==> src/rtl/ldpm_pkg.sv <==
// Shared types, constants and arithmetic helpers for the lens distortion point map.
// Used by ldpm_div and by the lens_distortion_point_map top level; no dependencies.
package ldpm_pkg;

  localparam int DATA_W         = 24;
  localparam int CFG_IDX_W      = 3;
  localparam int NORM_FRAC      = 24;
  localparam int NORM_INT       = 3;
  localparam int Q_W            = NORM_FRAC + NORM_INT;
  localparam int DIV_LAT        = Q_W + 3;
  localparam int COEF_FRAC_DEF  = 20;
  localparam logic [DATA_W-1:0] FOCAL_RST = 24'd256;

  typedef enum logic [CFG_IDX_W-1:0] {
    REG_FOCAL_X,
    REG_FOCAL_Y,
    REG_CENTER_X,
    REG_CENTER_Y,
    REG_RADIAL_K1,
    REG_RADIAL_K2,
    REG_TANG_P1,
    REG_TANG_P2
  } cfg_reg_t;

  // Divides by 2^n and rounds half away from zero.
  function automatic logic signed [63:0] rnd64(input logic signed [63:0] v,
                                               input int unsigned n);
    logic signed [63:0] h;
    logic signed [63:0] s;
    h = 64'sd1 <<< (n - 1);
    s = v + h - {{63{1'b0}}, v[63]};
    return s >>> n;
  endfunction

  // True when v is representable as a b-bit signed value.
  function automatic logic fits64(input logic signed [63:0] v, input int unsigned b);
    logic signed [63:0] t;
    t = v >>> (b - 1);
    return (t == '0) || (t == '1);
  endfunction

endpackage

==> src/rtl/ldpm_div.sv <==
// Pipelined restoring divider that normalizes one coordinate offset by a focal length.
// One quotient bit per stage; depends on ldpm_pkg.
module ldpm_div (
  input  logic                              clk,
  input  logic                              rst_n,
  input  logic                              in_vld,
  input  logic signed [ldpm_pkg::DATA_W:0]  in_d,
  input  logic [ldpm_pkg::DATA_W-1:0]       focal,
  output logic                              out_vld,
  output logic signed [ldpm_pkg::Q_W:0]     out_q,
  output logic                              out_flag
);
  import ldpm_pkg::*;

  localparam int D_W = DATA_W + 1;
  localparam int N_W = D_W + NORM_FRAC;

  logic [DATA_W-1:0] fu;
  logic [D_W-1:0]    mag;

  logic              vld0_r;
  logic              neg0_r;
  logic [N_W-1:0]    n0_r;

  logic              st_vld_r [Q_W+1];
  logic              st_neg_r [Q_W+1];
  logic              st_big_r [Q_W+1];
  logic [DATA_W-1:0] st_rem_r [Q_W+1];
  logic [Q_W-1:0]    st_low_r [Q_W+1];
  logic [Q_W-1:0]    st_q_r   [Q_W+1];

  logic                 out_vld_r;
  logic signed [Q_W:0]  out_q_r;
  logic                 out_flag_r;

  assign fu  = (focal == '0) ? DATA_W'(1) : focal;
  assign mag = in_d[D_W-1] ? D_W'(-in_d) : D_W'(in_d);

  always_ff @(posedge clk) begin
    if (!rst_n) begin
      vld0_r <= 1'b0;
    end else begin
      vld0_r <= in_vld;
    end
  end

  always_ff @(posedge clk) begin
    neg0_r <= in_d[D_W-1];
    n0_r   <= {mag, {NORM_FRAC{1'b0}}} + N_W'(fu[DATA_W-1:1]);
  end

  always_ff @(posedge clk) begin
    if (!rst_n) begin
      st_vld_r[0] <= 1'b0;
    end else begin
      st_vld_r[0] <= vld0_r;
    end
  end

  always_ff @(posedge clk) begin
    st_neg_r[0] <= neg0_r;
    st_big_r[0] <= {2'b00, n0_r} >= {fu, {Q_W{1'b0}}};
    st_rem_r[0] <= DATA_W'(n0_r[N_W-1:Q_W]);
    st_low_r[0] <= n0_r[Q_W-1:0];
    st_q_r[0]   <= '0;
  end

  for (genvar k = 0; k < Q_W; k++) begin : g_stage
    logic [DATA_W:0] t;
    logic            ge;
    assign t  = {st_rem_r[k], st_low_r[k][Q_W-1-k]};
    assign ge = t >= {1'b0, fu};

    always_ff @(posedge clk) begin
      if (!rst_n) begin
        st_vld_r[k+1] <= 1'b0;
      end else begin
        st_vld_r[k+1] <= st_vld_r[k];
      end
    end

    always_ff @(posedge clk) begin
      st_neg_r[k+1] <= st_neg_r[k];
      st_big_r[k+1] <= st_big_r[k];
      st_rem_r[k+1] <= ge ? DATA_W'(t - {1'b0, fu}) : t[DATA_W-1:0];
      st_low_r[k+1] <= st_low_r[k];
      st_q_r[k+1]   <= {st_q_r[k][Q_W-2:0], ge};
    end
  end

  always_ff @(posedge clk) begin
    if (!rst_n) begin
      out_vld_r <= 1'b0;
    end else begin
      out_vld_r <= st_vld_r[Q_W];
    end
  end

  always_ff @(posedge clk) begin
    if (st_neg_r[Q_W]) begin
      out_flag_r <= 1'b0;
      out_q_r    <= st_big_r[Q_W] ? {1'b1, {Q_W{1'b0}}}
                                  : (Q_W+1)'(-$signed({1'b0, st_q_r[Q_W]}));
    end else begin
      out_flag_r <= st_big_r[Q_W];
      out_q_r    <= st_big_r[Q_W] ? {1'b0, {Q_W{1'b1}}} : $signed({1'b0, st_q_r[Q_W]});
    end
  end

  assign out_vld  = out_vld_r;
  assign out_q    = out_q_r;
  assign out_flag = out_flag_r;

endmodule

==> config.mk <==
export PLATFORM = sky130hd
export DESIGN_NAME = ldpm_div
export DESIGN_NICKNAME = d
export VERILOG_FILES = /design/src/rtl/ldpm_pkg.sv /design/src/rtl/ldpm_div.sv
export SDC_FILE = /design/constraint.sdc
export NUM_CORES = 2
export LEC_CHECK = 0
export BUFFER_PORTS_ARGS = -buffer_cell sky130_fd_sc_hd__buf_2
export CORE_ASPECT_RATIO = 0.7
export CORE_MARGIN = 2
export CORE_UTILIZATION = 28
export CTS_CLUSTER_DIAMETER = 40
export DETAILED_ROUTE_END_ITERATION = 7
export PLACE_DENSITY = 0.45
export SYNTH_ARGS = -nofsm -noshare
export SYNTH_HDL_FRONTEND = slang
export SYNTH_SLANG_ARGS = --single-unit
export TNS_END_PERCENT = 5
==> constraint.sdc <==
create_clock -name clk -period 4.94 [get_ports clk]
set_clock_uncertainty 0.1 [all_clocks]
set_input_delay 0.247 -clock clk [delete_from_list [all_inputs] [get_ports clk]]
set_output_delay 0.247 -clock clk [all_outputs]
set_load 0.05 [all_outputs]
==> impl_metrics.env <==
export IMPL_rsz0062_at_grt="no"
export IMPL_ys_seq_elements=1562
export IMPL_die_h_um=428
export IMPL_status="completed"
export IMPL_remaining_drc_errors=0
export IMPL_fp_dieArea_mm2=0.2610
export IMPL_finalCriticalPeriod_ps=4443
export IMPL_grt_pass1_wl_mm=330.2
export IMPL_finalHoldViolations=0
export IMPL_area_delta_synth_final_pct=21.28
export IMPL_worstPathMaxFanout=9
export IMPL_numPortBuffers=81
export IMPL_gp_congestion=0.8695
export IMPL_synth_seq_area_share_pct=43.48
export IMPL_wl_per_cell_um=19.18
export IMPL_final_setup_viol_count=0
export IMPL_netlist_area_mm2=0.07191
export IMPL_cts_resized_gates=0
export IMPL_power_leakage_nw=37.17
export IMPL_startpoint="focal[10]"
export IMPL_critPathCaptureType="flop"
export IMPL_ios=82
export IMPL_ys_flop_type="dfxtp_1"
export IMPL_drtIter0Drc=4169
export IMPL_mostFrequentLayoutCells="dfxtp_1, ha_1, a21oi_1"
export IMPL_synth_nets=8086
export IMPL_slew_violations=0
export IMPL_insertion_delay_ps=870
export IMPL_yosys_warnings=0
export IMPL_crit_path_start_kind="input pin"
export IMPL_setup_tns_ps=0
export IMPL_grt_ovfl_total=0
export IMPL_place_hpwl_mm=166.9
export IMPL_grt_start_max_net_pins=39
export IMPL_hold_class="in2reg"
export IMPL_peakVddDrop_v=0.0003095
export IMPL_rows=155
export IMPL_max_slew_margin_pct=32.65
export IMPL_die_w_um=609.7
export IMPL_drt_total_wl_mm=219.4
export IMPL_final_cells=11440
export IMPL_yosysTopAreaCell="dfxtp_1"
export IMPL_clock_root_buffer="clkbuf_16"
export IMPL_placedCellCount=10960
export IMPL_ctsLongestPathBuffers=4
export IMPL_layout_commonest_cell="dfxtp_1"
export IMPL_synth_edff_count=0
export IMPL_crit_path_end="st_rem_r[3][70]$_DFF_P_"
export IMPL_numCtsBuffers=205
export IMPL_finalNetCount=8673
export IMPL_track_usage_pct=16.31
export IMPL_synth_cell_types=95
export IMPL_r2r_start="st_rem_r[2][59]$_DFF_P_"
export IMPL_drive_above_1_share_pct=15.35
export IMPL_initial_core_util_pct=28.18
export IMPL_r2r_cells=13
export IMPL_dr_pass1_iters=5
export IMPL_drv_cap=0
export IMPL_numClockSinks=1562
export IMPL_r2r_end="st_rem_r[2][92]$_DFF_P_"
export IMPL_synth_area_per_cell_um2=9.835
export IMPL_synthTopCellsByArea="dfxtp_1, ha_1, mux2_2"
export IMPL_viasPerCell=4.897
export IMPL_synth_top_cell_area_share_pct=43.48
export IMPL_rrSetupSlack_ps=1010
export IMPL_async_flop_share_pct=0
export IMPL_critical_path_class="in2reg"
export IMPL_cts_max_level=4
export IMPL_worst_slew_pin_slew_ps=984.9
export IMPL_grt_antenna_before_repair=19
export IMPL_required_ps=5570
export IMPL_fin_crit_sh_pct=89.94
export IMPL_cts_tree="done"
export IMPL_core_area_mm2=0.2552
export IMPL_fmax_mhz=225.1
export IMPL_grt_pass1_vias=53260
export IMPL_arrival_ps=5070
export IMPL_vias=56020
export IMPL_antenna_left=0
export IMPL_clkTransAtPathRegs_ps=60
export IMPL_fillers=25670
export IMPL_synthCells=7312
export IMPL_p_per_area_mw_per_mm2=783.6
## per-stage QoR
stage	total power [mW]	hold WS, ps	util, %	worst slack, ps	cell area (µm²)
5_1_grt	73.32	41.85	34.17	296.2	87200
6_report	68.34	63.15	34.17	496.8	87210
3_3_place_gp	52.90	209.7	31.02	-445.4	79160
2_1_floorplan	43.00	174.7	-	687.3	71910
3_5_place_dp	52.99	212.1	31.02	223.0	79170
4_1_cts	68.62	8.466	34.17	564.6	87200
## timing repair
item	CTS	global route
buffers inserted	0	0
setup endpoints to repair	0	0
hold buffers	105	0
hold endpoints to repair	97	0
## critical path, cell delays in order
cell,delay [ps]
dlygate4sd3_1,530
buf_2,140
nor4_1,60
buf_2,160
buf_4,150
nand2_1,80
nor2_1,60
nor2_1,140
inv_2,70
buf_12,160
buf_12,170
ha_1,210
fa_1,390
nand2b_1,170
a21oi_1,230
and3b_1,230
o31ai_1,530
a2111oi_0,220
buf_4,190
o311ai_0,360
a21oi_1,140
xnor2_1,140
mux2_2,260
## final cells by class
cell class	count	area, µm²	area share (%)
multi-input cells	5330	39080	44.81
repair buffers	545	4690	5.377
well taps	3375	4223	4.842
clock buffers	245	5627	6.452
diodes	5	12.51	0.01435
inverters	255	957.2	1.097
flip-flops and latches	1562	31270	35.85
clock inverters	121	1354	1.552
## cells by family (layout without fill, tap and decap cells)
logic type | Yosys count | count (layout) | synth area share [%]
compound gates | 1862 | 1862 | 16.72
xor+xnor | 506 | 506 | 6.163
fa+ha+maj | 722 | 722 | 12.83
buf+inv | 420 | 1166 | 2.337
flops | 1562 | 1562 | 43.48
mux | 372 | 372 | 5.789
other cells | 0 | 5 | 0
simple gates | 1868 | 1868 | 12.67
## state kept, by name, summed over array words and instances, names as in the netlist
name	cells
st_vld_r	28
st_q_r	378
st_low_r	374
n0_r	48
out_q	28
neg0_r	1
st_rem_r	646
out_flag	1
vld0_r	1
st_big_r	28
out_vld	1
st_neg_r	28
## how the worst min path moves through the flow
stage,startpoint,to,slack (ps),depth (start not counted)
2_1_floorplan,in_d[0],n0_r[24]$_DFF_P_,170,0
3_3_place_gp,st_low_r[3][6]$_DFF_P_,st_low_r[4][6]$_DFF_P_,210,0
3_5_place_dp,st_low_r[9][15]$_DFF_P_,st_low_r[10][15]$_DFF_P_,210,0
4_1_cts,focal[1],st_rem_r[1][0]$_SDFF_PN0_,8,7
5_1_grt,focal[1],st_rem_r[1][0]$_SDFF_PN0_,40,7
6_report,focal[1],st_rem_r[1][0]$_SDFF_PN0_,60,7
## layer usage
metal	GRT usage, %	share of wire (%)	vias to the layer above
li1	-	-	27730
met1	25.92	54	26470
met2	22.36	38	1514
met3	2.558	5.9	303
met4	3.722	2.2	0
met5	0	0	-
## synth_stat cells, types with 20 or more instances
cell,n
a211o_1,26
dfxtp_1,1562
a21o_1,186
o21ai_0,416
mux2i_1,45
fa_1,26
clkbuf_1,121
xor2_1,192
nand2_1,456
inv_1,255
or3_1,49
and3_1,51
nor3_1,165
a21boi_0,30
nor4_1,49
and2_1,74
mux2_2,311
o21bai_1,55
o41ai_1,21
o31ai_1,64
and4_1,20
a211oi_1,46
nor2_1,493
ha_1,696
o31a_1,26
nand2b_1,75
nor2b_1,90
a2111oi_0,24
a31oi_1,69
or2_2,44
nand4_1,93
a21oi_1,523
o21a_1,122
o211ai_1,40
xnor2_1,314
nand3_1,139
buf_2,29
## power by group
part           internal, mW  total, mW  switching (mW)
clock network          8.85       15.0            6.16
logic                  15.6       33.2            17.6
registers              17.3       20.1            2.81
total                  41.7       68.3            26.6
Note: power is estimated with default switching activity, not from simulation.
